File: src/hw/rtl/wavp_pkg.sv
// Shared types, chunk IDs, status codes and helpers for the WAV header parser.
// Used by wavp_front, wavp_queue, wavp_back and the wav_header_parser top level.
`timescale 1ns / 1ps

package wavp_pkg;

    // Chunk IDs as they read in file order (big-endian view of four bytes).
    localparam logic [31:0] ID_RIFF = 32'h52494646;
    localparam logic [31:0] ID_WAVE = 32'h57415645;
    localparam logic [31:0] ID_FMT  = 32'h666D7420;
    localparam logic [31:0] ID_DATA = 32'h64617461;
    localparam logic [31:0] ID_FACT = 32'h66616374;

    // Format values that the header must carry.
    localparam logic [15:0] FMT_TAG_PCM   = 16'h0001;
    localparam logic [15:0] BITS_16       = 16'd16;
    localparam logic [31:0] FMT_LEN_PLAIN = 32'd16;

    // Offset of the first sample: 36 + 8 without a fact chunk, 46 + 8 + length with one.
    localparam logic [32:0] OFFSET_PLAIN     = 33'd44;
    localparam logic [32:0] OFFSET_FACT_BASE = 33'd54;

    // Milliseconds per second and the number of restoring division steps.
    localparam int DUR_SCALE = 1000;
    localparam int NUM_W     = 42;
    localparam int DUR_W     = 41;
    localparam int DIV_STEPS = NUM_W;

    // Result status codes.
    localparam logic [3:0] ST_OK        = 4'd0;
    localparam logic [3:0] ST_BAD_RIFF  = 4'd1;
    localparam logic [3:0] ST_BAD_WAVE  = 4'd2;
    localparam logic [3:0] ST_BAD_FMT   = 4'd3;
    localparam logic [3:0] ST_NOT_PCM   = 4'd4;
    localparam logic [3:0] ST_NOT_16BIT = 4'd5;
    localparam logic [3:0] ST_BAD_EXTRA = 4'd6;
    localparam logic [3:0] ST_BAD_FACT  = 4'd7;
    localparam logic [3:0] ST_BAD_DATA  = 4'd8;

    // One parsed header, handed from the front end to the back end.
    typedef struct packed {
        logic [3:0]  status;
        logic [31:0] riff_size;
        logic [15:0] num_channels;
        logic [31:0] sample_rate;
        logic [31:0] byte_rate;
        logic [15:0] block_align;
        logic [31:0] data_size;
        logic [32:0] data_offset;
    } job_t;

    // Reverse the byte order of a word assembled little endian.
    function automatic logic [31:0] swap32(input logic [31:0] v);
        return {v[7:0], v[15:8], v[23:16], v[31:24]};
    endfunction

endpackage

File: src/hw/rtl/wavp_front.sv
// Byte-level front end: walks the RIFF/WAVE header one accepted byte per cycle and
// emits at most one job per file. Depends on wavp_pkg.
`timescale 1ns / 1ps

module wavp_front (
    input  logic             aclk,
    input  logic             aresetn,
    input  logic             byte_accept,
    input  logic [7:0]       byte_value,
    input  logic             start_of_file,
    output logic             job_push,
    output wavp_pkg::job_t   job
);

    typedef enum logic [3:0] {
        PH_IDLE = 4'b0001,
        PH_HEAD = 4'b0010,
        PH_SKIP = 4'b0100,
        PH_DATA = 4'b1000
    } phase_t;

    // Header byte positions at which a field completes.
    localparam logic [5:0] POS_RIFF_ID  = 6'd3;
    localparam logic [5:0] POS_RIFF_SZ  = 6'd7;
    localparam logic [5:0] POS_WAVE_ID  = 6'd11;
    localparam logic [5:0] POS_FMT_ID   = 6'd15;
    localparam logic [5:0] POS_FMT_LEN  = 6'd19;
    localparam logic [5:0] POS_FMT_TAG  = 6'd21;
    localparam logic [5:0] POS_CHANNELS = 6'd23;
    localparam logic [5:0] POS_RATE     = 6'd27;
    localparam logic [5:0] POS_BYTERATE = 6'd31;
    localparam logic [5:0] POS_ALIGN    = 6'd33;
    localparam logic [5:0] POS_BITS     = 6'd35;
    localparam logic [5:0] POS_EXTRA    = 6'd37;
    localparam logic [5:0] POS_FACT_ID  = 6'd41;
    localparam logic [5:0] POS_FACT_LEN = 6'd45;

    // Positions inside the data chunk header.
    localparam logic [2:0] REL_DATA_ID = 3'd3;
    localparam logic [2:0] REL_DATA_SZ = 3'd7;

    phase_t      phase_reg, phase_next;
    logic [5:0]  pos_reg, pos_next;
    logic [2:0]  rel_reg, rel_next;
    logic [31:0] asm_reg, asm_next;
    logic        extra_reg, extra_next;
    logic [31:0] fact_len_reg, fact_len_next;
    logic [31:0] skip_cnt_reg, skip_cnt_next;
    logic [31:0] riff_reg, riff_next;
    logic [15:0] chan_reg, chan_next;
    logic [31:0] rate_reg, rate_next;
    logic [31:0] brate_reg, brate_next;
    logic [15:0] align_reg, align_next;

    phase_t      cur_phase;
    logic [5:0]  cur_pos;
    logic [31:0] word;
    logic        fail;
    logic [3:0]  fail_code;
    logic        done;

    // Next-state logic for one accepted byte.
    always_comb begin
        phase_next    = phase_reg;
        pos_next      = pos_reg;
        rel_next      = rel_reg;
        asm_next      = asm_reg;
        extra_next    = extra_reg;
        fact_len_next = fact_len_reg;
        skip_cnt_next = skip_cnt_reg;
        riff_next     = riff_reg;
        chan_next     = chan_reg;
        rate_next     = rate_reg;
        brate_next    = brate_reg;
        align_next    = align_reg;
        fail          = 1'b0;
        fail_code     = wavp_pkg::ST_OK;
        done          = 1'b0;

        cur_phase = start_of_file ? PH_HEAD : phase_reg;
        cur_pos   = start_of_file ? 6'd0 : pos_reg;
        word      = {byte_value, asm_reg[31:8]};

        if (byte_accept && (start_of_file || phase_reg != PH_IDLE)) begin
            asm_next   = word;
            phase_next = cur_phase;
            unique case (cur_phase)
                PH_HEAD: begin
                    pos_next = cur_pos + 6'd1;
                    unique case (cur_pos)
                        POS_RIFF_ID: begin
                            if (wavp_pkg::swap32(word) != wavp_pkg::ID_RIFF) begin
                                fail      = 1'b1;
                                fail_code = wavp_pkg::ST_BAD_RIFF;
                            end
                        end
                        POS_RIFF_SZ: riff_next = word;
                        POS_WAVE_ID: begin
                            if (wavp_pkg::swap32(word) != wavp_pkg::ID_WAVE) begin
                                fail      = 1'b1;
                                fail_code = wavp_pkg::ST_BAD_WAVE;
                            end
                        end
                        POS_FMT_ID: begin
                            if (wavp_pkg::swap32(word) != wavp_pkg::ID_FMT) begin
                                fail      = 1'b1;
                                fail_code = wavp_pkg::ST_BAD_FMT;
                            end
                        end
                        POS_FMT_LEN: extra_next = (word != wavp_pkg::FMT_LEN_PLAIN);
                        POS_FMT_TAG: begin
                            if (word[31:16] != wavp_pkg::FMT_TAG_PCM) begin
                                fail      = 1'b1;
                                fail_code = wavp_pkg::ST_NOT_PCM;
                            end
                        end
                        POS_CHANNELS: chan_next  = word[31:16];
                        POS_RATE:     rate_next  = word;
                        POS_BYTERATE: brate_next = word;
                        POS_ALIGN:    align_next = word[31:16];
                        POS_BITS: begin
                            if (word[31:16] != wavp_pkg::BITS_16) begin
                                fail      = 1'b1;
                                fail_code = wavp_pkg::ST_NOT_16BIT;
                            end else if (!extra_reg) begin
                                phase_next = PH_DATA;
                                rel_next   = 3'd0;
                            end
                        end
                        POS_EXTRA: begin
                            if (word[31:16] != 16'd0) begin
                                fail      = 1'b1;
                                fail_code = wavp_pkg::ST_BAD_EXTRA;
                            end
                        end
                        POS_FACT_ID: begin
                            if (wavp_pkg::swap32(word) != wavp_pkg::ID_FACT) begin
                                fail      = 1'b1;
                                fail_code = wavp_pkg::ST_BAD_FACT;
                            end
                        end
                        POS_FACT_LEN: begin
                            fact_len_next = word;
                            skip_cnt_next = word;
                            rel_next      = 3'd0;
                            phase_next    = (word == 32'd0) ? PH_DATA : PH_SKIP;
                        end
                        default: ;
                    endcase
                end
                PH_SKIP: begin
                    // The last byte of the fact body hands over to the data chunk.
                    if (skip_cnt_reg == 32'd1) begin
                        phase_next = PH_DATA;
                        rel_next   = 3'd0;
                    end else begin
                        skip_cnt_next = skip_cnt_reg - 32'd1;
                    end
                end
                PH_DATA: begin
                    rel_next = rel_reg + 3'd1;
                    if (rel_reg == REL_DATA_ID &&
                        wavp_pkg::swap32(word) != wavp_pkg::ID_DATA) begin
                        fail      = 1'b1;
                        fail_code = wavp_pkg::ST_BAD_DATA;
                    end else if (rel_reg == REL_DATA_SZ) begin
                        done = 1'b1;
                    end
                end
                default: ;
            endcase

            if (fail || done) begin
                phase_next = PH_IDLE;
            end
        end
    end

    // Job assembly: an error carries only its status, a good file all fields.
    always_comb begin
        job      = '0;
        job_push = fail || done;
        if (fail) begin
            job.status = fail_code;
        end else begin
            job.status        = wavp_pkg::ST_OK;
            job.riff_size     = riff_reg;
            job.num_channels  = chan_reg;
            job.sample_rate   = rate_reg;
            job.byte_rate     = brate_reg;
            job.block_align   = align_reg;
            job.data_size     = word;
            job.data_offset   = extra_reg ?
                                (wavp_pkg::OFFSET_FACT_BASE + {1'b0, fact_len_reg}) :
                                wavp_pkg::OFFSET_PLAIN;
        end
    end

    // Parse phase is the only control state that needs a reset.
    always_ff @(posedge aclk) begin
        if (!aresetn) begin
            phase_reg <= PH_IDLE;
        end else begin
            phase_reg <= phase_next;
        end
    end

    // Positions, assembly word and captured fields.
    always_ff @(posedge aclk) begin
        pos_reg      <= pos_next;
        rel_reg      <= rel_next;
        asm_reg      <= asm_next;
        extra_reg    <= extra_next;
        fact_len_reg <= fact_len_next;
        skip_cnt_reg <= skip_cnt_next;
        riff_reg     <= riff_next;
        chan_reg     <= chan_next;
        rate_reg     <= rate_next;
        brate_reg    <= brate_next;
        align_reg    <= align_next;
    end

endmodule

File: src/hw/rtl/wavp_queue.sv
// Two-entry job queue between the header front end and the duration back end.
// Depends on wavp_pkg for the job type.
`timescale 1ns / 1ps

module wavp_queue (
    input  logic             aclk,
    input  logic             aresetn,
    input  logic             push,
    input  wavp_pkg::job_t   din,
    input  logic             pop,
    output wavp_pkg::job_t   dout,
    output logic             not_empty,
    output logic             full
);

    wavp_pkg::job_t entry_reg [2];
    logic           wr_ptr_reg, wr_ptr_next;
    logic           rd_ptr_reg, rd_ptr_next;
    logic [1:0]     count_reg, count_next;

    // Occupancy flags and head entry.
    assign not_empty = (count_reg != 2'd0);
    assign full      = (count_reg == 2'd2);
    assign dout      = entry_reg[rd_ptr_reg];

    // Pointer and count updates.
    always_comb begin
        wr_ptr_next = push ? ~wr_ptr_reg : wr_ptr_reg;
        rd_ptr_next = pop ? ~rd_ptr_reg : rd_ptr_reg;
        count_next  = count_reg + {1'b0, push} - {1'b0, pop};
    end

    always_ff @(posedge aclk) begin
        if (!aresetn) begin
            wr_ptr_reg <= 1'b0;
            rd_ptr_reg <= 1'b0;
            count_reg  <= 2'd0;
        end else begin
            wr_ptr_reg <= wr_ptr_next;
            rd_ptr_reg <= rd_ptr_next;
            count_reg  <= count_next;
        end
    end

    // Entry storage.
    always_ff @(posedge aclk) begin
        if (push) begin
            entry_reg[wr_ptr_reg] <= din;
        end
    end

endmodule

File: src/hw/rtl/wavp_back.sv
// Back end: takes one job, works out the playing time with a bit-serial
// restoring divider and holds the result for the output channel. Depends on wavp_pkg.
`timescale 1ns / 1ps

module wavp_back (
    input  logic             aclk,
    input  logic             aresetn,
    input  logic             job_valid,
    input  wavp_pkg::job_t   job,
    output logic             job_pop,
    output logic             m_valid,
    input  logic             m_ready,
    output logic [3:0]       m_status,
    output logic [31:0]      m_riff_size,
    output logic [15:0]      m_num_channels,
    output logic [31:0]      m_sample_rate,
    output logic [31:0]      m_byte_rate,
    output logic [15:0]      m_block_align,
    output logic [31:0]      m_data_size,
    output logic [32:0]      m_data_offset,
    output logic [40:0]      m_duration_ms
);

    typedef enum logic [3:0] {
        BK_IDLE = 4'b0001,
        BK_MUL  = 4'b0010,
        BK_DIV  = 4'b0100,
        BK_HOLD = 4'b1000
    } back_state_t;

    localparam logic [5:0] LAST_STEP = 6'(wavp_pkg::DIV_STEPS - 1);

    back_state_t                    state_reg, state_next;
    wavp_pkg::job_t                 job_reg, job_next;
    logic [wavp_pkg::NUM_W-1:0]     num_reg, num_next;
    logic [31:0]                    div_reg, div_next;
    logic [31:0]                    rem_reg, rem_next;
    logic [5:0]                     cnt_reg, cnt_next;

    logic [47:0]                    rate_prod;
    logic [wavp_pkg::NUM_W-1:0]     scaled_size;
    logic [32:0]                    rem_shift;
    logic                           rem_ge;
    logic [32:0]                    rem_diff;

    // Divisor is rate * 2 * channels kept to 32 bits; dividend is 1000 * data size.
    assign rate_prod   = job_reg.sample_rate * job_reg.num_channels;
    assign scaled_size = {10'd0, job_reg.data_size} *
                         wavp_pkg::NUM_W'(wavp_pkg::DUR_SCALE);

    // One restoring division step: shift in the next dividend bit, subtract if it fits.
    assign rem_shift = {rem_reg, num_reg[wavp_pkg::NUM_W-1]};
    assign rem_ge    = (rem_shift >= {1'b0, div_reg});
    assign rem_diff  = rem_shift - {1'b0, div_reg};

    always_comb begin
        state_next = state_reg;
        job_next   = job_reg;
        num_next   = num_reg;
        div_next   = div_reg;
        rem_next   = rem_reg;
        cnt_next   = cnt_reg;
        job_pop    = 1'b0;

        unique case (state_reg)
            BK_IDLE: begin
                if (job_valid) begin
                    job_pop  = 1'b1;
                    job_next = job;
                    num_next = '0;
                    if (job.status == wavp_pkg::ST_OK) begin
                        state_next = BK_MUL;
                    end else begin
                        state_next = BK_HOLD;
                    end
                end
            end
            BK_MUL: begin
                num_next = scaled_size;
                div_next = {rate_prod[30:0], 1'b0};
                rem_next = '0;
                cnt_next = '0;
                state_next = BK_DIV;
            end
            BK_DIV: begin
                if (div_reg == 32'd0) begin
                    // A zero divisor gives a zero playing time.
                    num_next   = '0;
                    state_next = BK_HOLD;
                end else begin
                    num_next = {num_reg[wavp_pkg::NUM_W-2:0], rem_ge};
                    rem_next = rem_ge ? rem_diff[31:0] : rem_shift[31:0];
                    cnt_next = cnt_reg + 6'd1;
                    if (cnt_reg == LAST_STEP) begin
                        state_next = BK_HOLD;
                    end
                end
            end
            BK_HOLD: begin
                if (m_ready) begin
                    state_next = BK_IDLE;
                end
            end
            default: state_next = BK_IDLE;
        endcase
    end

    always_ff @(posedge aclk) begin
        if (!aresetn) begin
            state_reg <= BK_IDLE;
        end else begin
            state_reg <= state_next;
        end
    end

    // Datapath registers.
    always_ff @(posedge aclk) begin
        job_reg <= job_next;
        num_reg <= num_next;
        div_reg <= div_next;
        rem_reg <= rem_next;
        cnt_reg <= cnt_next;
    end

    // The held result drives the output channel.
    assign m_valid         = (state_reg == BK_HOLD);
    assign m_status        = job_reg.status;
    assign m_riff_size     = job_reg.riff_size;
    assign m_num_channels  = job_reg.num_channels;
    assign m_sample_rate   = job_reg.sample_rate;
    assign m_byte_rate     = job_reg.byte_rate;
    assign m_block_align   = job_reg.block_align;
    assign m_data_size     = job_reg.data_size;
    assign m_data_offset   = job_reg.data_offset;
    assign m_duration_ms   = num_reg[wavp_pkg::DUR_W-1:0];

endmodule

File: src/hw/rtl/wav_header_parser.sv
// Top level of the WAV header parser: front end, job queue and back end.
// Depends on wavp_pkg, wavp_front, wavp_queue and wavp_back.
`timescale 1ns / 1ps

// WAV header parser.
// Input channel (s_): one file byte per item, s_start_of_file marks byte 0 of
// a file and restarts any parse in progress. Bytes outside a parse are dropped.
// Output channel (m_): at most one item per file, after the data size or at the first
// failed check. On an error only m_status is nonzero.
// Throughput: the front end takes one byte per cycle while the two-entry job
// queue has room. s_ready drops only when both queue entries are in use.
// Path: a good file's job passes through the queue, then a state that loads the
// job, one that registers the two multiplies, and 42 steps of the bit-serial
// divider that forms the playing time. An error job goes from the load straight
// to the held result, and a file whose divisor is zero leaves the divider at once.
// A stalled receiver holds the result on m_ and the back end waits; the front
// end keeps taking bytes until the queue is full.
// Reset (aresetn low, synchronous) empties the queue, drops any held result
// and puts the front end back to waiting for a start of file.
module wav_header_parser (
    input  logic        aclk,
    input  logic        aresetn,
    input  logic        s_valid,
    output logic        s_ready,
    input  logic [7:0]  s_byte_value,
    input  logic        s_start_of_file,
    output logic        m_valid,
    input  logic        m_ready,
    output logic [3:0]  m_status,
    output logic [31:0] m_riff_size,
    output logic [15:0] m_num_channels,
    output logic [31:0] m_sample_rate,
    output logic [31:0] m_byte_rate,
    output logic [15:0] m_block_align,
    output logic [31:0] m_data_size,
    output logic [32:0] m_data_offset,
    output logic [40:0] m_duration_ms
);

    logic           byte_accept;
    logic           job_push;
    wavp_pkg::job_t job_in;
    wavp_pkg::job_t job_head;
    logic           job_avail;
    logic           job_pop;
    logic           queue_full;

    // Bytes are taken whenever the queue can absorb a job.
    assign s_ready     = !queue_full;
    assign byte_accept = s_valid && s_ready;

    wavp_front u_front (
        .aclk          (aclk),
        .aresetn       (aresetn),
        .byte_accept   (byte_accept),
        .byte_value    (s_byte_value),
        .start_of_file (s_start_of_file),
        .job_push      (job_push),
        .job           (job_in)
    );

    wavp_queue u_queue (
        .aclk      (aclk),
        .aresetn   (aresetn),
        .push      (job_push),
        .din       (job_in),
        .pop       (job_pop),
        .dout      (job_head),
        .not_empty (job_avail),
        .full      (queue_full)
    );

    wavp_back u_back (
        .aclk            (aclk),
        .aresetn         (aresetn),
        .job_valid       (job_avail),
        .job             (job_head),
        .job_pop         (job_pop),
        .m_valid         (m_valid),
        .m_ready         (m_ready),
        .m_status        (m_status),
        .m_riff_size     (m_riff_size),
        .m_num_channels  (m_num_channels),
        .m_sample_rate   (m_sample_rate),
        .m_byte_rate     (m_byte_rate),
        .m_block_align   (m_block_align),
        .m_data_size     (m_data_size),
        .m_data_offset   (m_data_offset),
        .m_duration_ms   (m_duration_ms)
    );

endmodule

File: config.mk
export PLATFORM = sky130hd
export DESIGN_NAME = wav_header_parser
export DESIGN_NICKNAME = d
export VERILOG_FILES = /design/src/hw/rtl/wavp_pkg.sv /design/src/hw/rtl/wavp_front.sv /design/src/hw/rtl/wavp_queue.sv /design/src/hw/rtl/wavp_back.sv /design/src/hw/rtl/wav_header_parser.sv
export SDC_FILE = /design/constraint.sdc
export NUM_CORES = 2
export LEC_CHECK = 0
export BUFFER_PORTS_ARGS = -buffer_cell sky130_fd_sc_hd__buf_4
export CAP_MARGIN = 30
export CORE_MARGIN = 8
export CORE_UTILIZATION = 60
export CTS_BUF_LIST = sky130_fd_sc_hd__clkbuf_4 sky130_fd_sc_hd__clkbuf_8
export DETAILED_ROUTE_END_ITERATION = 10
export PLACE_DENSITY = 0.89
export SYNTH_ARGS = -nofsm -noshare
export SYNTH_HDL_FRONTEND = slang
export SYNTH_SLANG_ARGS = --single-unit
File: constraint.sdc
create_clock -name aclk -period 28.5 [get_ports aclk]
set_clock_uncertainty 0.2 [all_clocks]
set_input_delay 5.7 -clock aclk [delete_from_list [all_inputs] [get_ports aclk]]
set_output_delay 5.7 -clock aclk [all_outputs]
set_load 0.02 [all_outputs]
### Word-level counts from Yosys, hierarchy flattened

Memory sizes are Yosys's and may differ from the RTL's. A register that Yosys moved wholly into a read port is not among the register bits.
Cells that the tools add are included.

| storage, ports and cells | value |
|---|---|
| memory bits (writable) | 394 |
| memories | 1 |
| memory bits (read-only) | 0 |
| word-level logic and storage cells | 185 |
| latch bits | 0 |
| input bits | 13 |
| bits in registers | 554 |

| operators by class | value |
|---|---|
| shift-type cells | 0 |
| add/subtract/negate cells | 8 |
| divide/modulo/power cells | 0 |
| $lt $le $gt $ge | 1 |
| mux-type cells | 68 |
| bitwise gates (word level) | 2 |
| reduce and logical (&&, ||, !) cells | 30 |
| multiply operators | 2 |
| equality and inequality tests | 45 |

Memories:

| name | depth | bits a word | read ports | clocked after memory_dff | write ports | line | text |
|---|---|---|---|---|---|---|---|
| u_queue.entry_reg | 2 | 197 | 1 | 1 | 1 | wavp_queue.sv:16 | `wavp_pkg::job_t entry_reg [2];` |

Operators by type and width:

| operator | number |
|---|---|
| two-way mux 193 bit | 1 |
| inequality test 32 x 31 -> 1 bit (second input constant) | 5 |
| two-way mux 32 bit | 4 |
| case mux 32 bit (2 select lines) | 2 |
| case mux 42 bit (3 select lines) | 1 |
| two-way mux 42 bit | 2 |
| logical NOT 32 bit | 2 |
| two-way mux 4 bit | 14 |
| multiplier 32 x 7 -> 39 bit (second input constant) | 1 |
| == test 6 bit (second input constant) | 6 |
| adder 6 x 32 -> 33 bit (first input constant) | 1 |
| greater-or-equal comparator 33 x 32 -> 1 bit | 1 |
| two-way mux 33 bit | 1 |
| == test 32 x 1 -> 1 bit (second input constant) | 1 |
| multiplier 32 x 16 -> 31 bit | 1 |
| inequality test 32 x 5 -> 1 bit (second input constant) | 1 |
| subtractor 32 x 1 -> 32 bit (second input constant) | 1 |
| subtractor 32 bit | 1 |
| == test 6 x 5 -> 1 bit (second input constant) | 5 |
| case mux 4 bit (7 select lines) | 1 |
| case mux 4 bit (2 select lines) | 3 |
| AND reduction 3 bit | 8 |
| two-way mux 1 bit | 22 |
| two-way mux 3 bit | 7 |
| 40 further kinds | 64 |

### Depth between registers and ports, before layout

| depth | value |
|---|---|
| depth in word-level cells | 9 |
| gate-level depth with buffers | 25 |
| gate-level depth less buffers | 24 |

### Modules after synthesis

A second synthesis with hierarchy kept.

| second synthesis, totals | value |
|---|---|
| cells, all modules | 4171 |
| area, all modules | 54840.1 um^2 |

Modules (own cells, without submodules):

| module | times used | cells each | seq. area each (um^2) | area each (um^2) |
|---|---|---|---|---|
| wavp_back | 1 | 2644 | 9328.9 | 28584.9 |
| wavp_queue | 1 | 634 | 11931.4 | 14975.6 |
| wavp_front | 1 | 891 | 6866.6 | 11269.6 |
| wav_header_parser | 1 | 2 | 0.0 | 10.0 |

### Least setup slack after synthesis

No wires, ideal clock.

| timing path | value |
|---|---|
| kind | input-to-reg |
| start | input s_start_of_file |
| end | register u_queue.wr_ptr_reg |
| setup slack | 11.012 ns |
| required time | 28.201 ns |
| stages on the path | 14 |
| path buffers | 2 |
| arrival time | 17.190 ns |
| library setup time | 0.099 ns |
| path through | clkbuf_1 -> clkbuf_1 -> inv_1 -> nand2_1 -> ha_1 -> inv_1 -> or4_1 -> o21ai_1 -> nor4_1 -> o21ai_1 -> a21o_1 -> and2_4 -> nor2b_1 -> o21a_1 |

| between the ends | value |
|---|---|
| longest elaborated chain between the ends | 7 |
| elaborated cells on any way between the ends | 21 |

RTL lines:

| what | line | text |
|---|---|---|
| from (decl) | wav_header_parser.sv:26 | `input logic s_start_of_file,` |
| two-way mux 6 bit | wavp_front.sv:81 | `cur_pos = start_of_file ? 6'd0 : pos_reg;` |
| == test 6 bit, or another cell as far along | wavp_front.sv:90 | `unique case (cur_pos)` |
| case mux 1 bit (7 select lines) | wavp_front.sv:90 |  |
| case mux 1 bit (2 select lines) | wavp_front.sv:87 | `unique case (cur_phase)` |
| two-way mux 1 bit (2 in a row) | wavp_front.sv:84 | `if (byte_accept && (start_of_file \|\| phase_reg != PH_IDLE)) begin` |
| logical OR 1 bit * | wavp_front.sv:182 | `job_push = fail \|\| done;` |
| to (signal assigned) | wavp_queue.sv:39 | `wr_ptr_reg <= wr_ptr_next;` |
| to (decl) | wavp_queue.sv:17 | `logic wr_ptr_reg, wr_ptr_next;` |

Every way passes the cells marked *; elsewhere a longest branch is shown, timed or not. The select of a mux whose other input is x is not followed.
A chain may end at the register's enable or synchronous reset.

### Worst setup path after layout

| timing path | value |
|---|---|
| start | input s_start_of_file |
| end | memory u_queue.entry_reg[1][138] (netlist bit) (enable) |

| between the ends | value |
|---|---|
| longest elaborated chain between the ends | 9 |
| elaborated cells on any way between the ends | 23 |

RTL lines:

| what | line | text |
|---|---|---|
| two-way mux 6 bit | wavp_front.sv:81 |  |
| == test 6 bit, or another cell as far along | wavp_front.sv:90 |  |
| case mux 1 bit (7 select lines) | wavp_front.sv:90 |  |
| case mux 1 bit (2 select lines) | wavp_front.sv:87 |  |
| two-way mux 1 bit (2 in a row) | wavp_front.sv:84 |  |
| logical OR 1 bit * | wavp_front.sv:182 |  |
| two-way mux 1 bit * | wavp_queue.sv:47 | `if (push) begin` |
| two-way mux 1 bit (not written as such) * | wavp_queue.sv:48 | `entry_reg[wr_ptr_reg] <= din;` |
| to (decl) | wavp_queue.sv:16 |  |

Marked as above.

==> impl_metrics.json <==
{
  "tightestPinTransition_ns": 1.05,
  "holdPathStages": 1,
  "synth_fa_ha_area_share_pct": 19.7,
  "ctsRootBufferMaster": "clkbuf_8",
  "fill_cells": 5663,
  "yosysSeqAreaShare_pct": 52.4,
  "grt_first_pass_wirelength_mm": 197,
  "grt_pass1_vias": 35300,
  "critical_path_arrival_ns": 9.39,
  "layout-drive-gt1-share_pct": 16.7,
  "crit_end": "u_queue.entry_reg[1][138]",
  "cts.sinks": 941,
  "yosysUniqueCellTypes": 78,
  "muxShareOfSynthArea_pct": 4.17,
  "synth_fp_nets": 4782,
  "required_ns": 28.69,
  "yosys.area.top_type": "edfxtp_1",
  "syn_inst": 4169,
  "synth_compound_area_share_pct": 4.72,
  "finalNetCount": 5063,
  "synth_top_family_by_area": "adder cells",
  "cp_max_fo": 65,
  "yosys.area_share.simple_pct": 10.6,
  "postSynth.asyncResetShare_pct": 0,
  "avgSynthCellArea_sq_um": 12.9,
  "post_cts_buffers": 0,
  "drt-pass1-iter-count": 6,
  "die_area_sq_um": 99200,
  "io_pins": 253,
  "overflow": 0,
  "ff2ff_path_depth": 21,
  "hp-class": "reg -> reg",
  "drcViolationCount": 0,
  "synth_edf_count": 928,
  "drt-wirelength-per-cell_microns": 22.3,
  "setup_viol": 0,
  "antenna_found_initial": 5,
  "drtIter0Drc": 3317,
  "postRouteWirelength_mm": 128,
  "drv_cap": 0,
  "path_class": "in -> reg",
  "synth_top_area_share_pct": 51.9,
  "viasPerCell": 5.85,
  "start_util_pct": 60.6,
  "place_congestion": 0.904,
  "tns_ns": 0,
  "slew_violations": 0,
  "synthToLayoutAreaGrowth_pct": 11.4,
  "cts_tree": "built",
  "core-area_sq_um": 88500,
  "crit_path_end_kind": "flop",
  "antenna_left": 0,
  "rrSetupSlack_ns": 21.06,
  "cts_buffers": 147,
  "ctsResizeCount": 0,
  "ys.flop_type": "edfxtp_1",
  "rsz0062_at_grt": "no",
  "grt_util_all_layers_pct": 25.7,
  "yosysWarnings": 0,
  "h-tree-depth": 4,
  "numPortBuffers": 252,
  "clock.fmax_ghz": 0.109,
  "cp-start-kind": "primary input",
  "path_clk_slew_ns": 0.07,
  "grt_start_max_net_pins": 130,
  "clk_latency_ns": 0.80,
  "synth_xor_area_share_pct": 2.82,
  "cp-startpoint": "s_start_of_file",
  "hold_start": "u_queue.entry_reg[0][135]",
  "clk_path_buf_depth": 3,
  "largest_register_ffs": 394,
  "fin_crit_sh_pct": 32.3,
  "synthTopCellsByArea": "edfxtp_1 (52%), fa_1 (15%), ha_1 (4.5%)",
  "r2r_end": "u_back.div_reg[31]",
  "vias": 33500,
  "row_count": 109,
  "cts_hold_buf": 0,
  "r2r_start": "u_back.m_sample_rate[6]",
  "status": "complete, no violations",
  "final_hold_viol_count": 0,
  "dpl.hpwl_mm": 85.0,
  "synth_seq_cells": 941,
  "dieHeight_microns": 315,
  "die_x_microns": 315,
  "netlist_area_sq_um": 53700,
  "relSlewSlack_pct": 29.8,
  "period_needed_ns": 9.20
}
[Yosys cell counts (14+ instances only)]
| master | n |
|---|---|
| edfxtp_1 | 928 |
| a211oi_1 | 14 |
| inv_1 | 570 |
| nor4_1 | 25 |
| clkbuf_1 | 115 |
| ha_1 | 191 |
| nor3_1 | 35 |
| o21ai_0 | 136 |
| a21oi_1 | 106 |
| nand2b_1 | 19 |
| and3_1 | 18 |
| mux2_2 | 197 |
| nor2_1 | 128 |
| a31oi_1 | 14 |
| nand2_1 | 345 |
| nor2b_1 | 181 |
| fa_1 | 409 |
| buf_2 | 15 |
| buf_4 | 41 |
| and2_1 | 188 |
| o21a_1 | 15 |
| or3_1 | 18 |
| xor2_1 | 69 |
| a21o_1 | 43 |
| xnor2_1 | 104 |
| nand3_1 | 63 |
| nand4_1 | 19 |
[worst max-delay path, stage by stage]
cell and delay (ns):
buf_4 0.18, inv_1 0.15, nand2_1 0.09, inv_1 0.08, ha_1 0.26, nor2b_1 0.28, nand3_1 0.12, a41o_1 0.22
o21ai_0 0.11, nor4_1 0.11, o21ai_1 0.18, a21o_1 0.19, and3_4 0.83, buf_4 0.75
[worst min path at each step]
stage                                to  slack (ns)
2_1_floorplan      u_front.phase_reg[0]        0.30
3_3_place_gp     u_back.m_data_size[16]        0.33
3_5_place_dp    u_back.m_sample_rate[1]        0.33
4_1_cts        u_back.m_sample_rate[20]        0.35
5_1_grt         u_back.m_sample_rate[3]        0.35
6_report       u_back.m_sample_rate[22]        0.35
[area by class of cell]
type,count,area (sq um),share of cell area [%]
clock buffers,188,2340,3.91
repair buffers,309,2470,4.13
inverters,571,2140,3.59
well taps,1165,1460,2.44
multi-input cells,2480,22600,37.8
flip-flops and latches,941,28100,47.1
diodes,3,7.51,0.0126
clock inverters,69,599,1.00
[logic make-up (layout without fill, tap and decap cells)]
family,Yosys count,after routing
AOI/OAI and AO/OA,412,412
xor gates and xnor gates,173,173
adders and majority gates,600,600
buffers and inverters,748,1137
DFF,941,941
muxes,199,199
other,0,3
and+or+nand+nor,1096,1096
[cell usage in the layout (no fill, tap or decap), types with 15 or more instances in the layout]
master    instances
nor2b_1         180
fa_1            409
clkbuf_4         40
nor2_1          123
edfxtp_1        928
nand4_1          19
xor2_1           69
nor3_1           33
nor4_1           25
mux2_2          197
a21oi_1         105
buf_4           299
or3_1            18
ha_1            191
and3_1           17
nand3_1          62
o21a_1           15
o21ai_0         135
clkinv_1         37
xnor2_1         104
a21o_1           43
clkbuf_8        148
and2_1          188
inv_1           570
nand2b_1         19
nand2_1         345
[metal layers]
metal	global-route usage (%)	vias up	share of wire, %
li1	-	14700	-
met1	32.2	16700	37
met2	43.4	1739	50
met3	5.14	417	8.4
met4	11.6	4	4.6
met5	0	-	0.023
[metrics by stage]
stage	cells	utilization, %	setup slack (ns)	cell area [sq um]	hold WS [ns]
floorplan	4169	-	11.01	53700	0.298
global placement	5457	64.0	18.47	56600	0.326
detailed placement	5464	64.1	18.39	56800	0.331
CTS	5721	67.4	19.25	59700	0.347
global route	5726	67.5	19.11	59800	0.350
finish	5726	67.5	19.30	59800	0.348
Power is not shown: default switching activity piles up to over one toggle a cycle in this logic, so the estimate is an artifact.
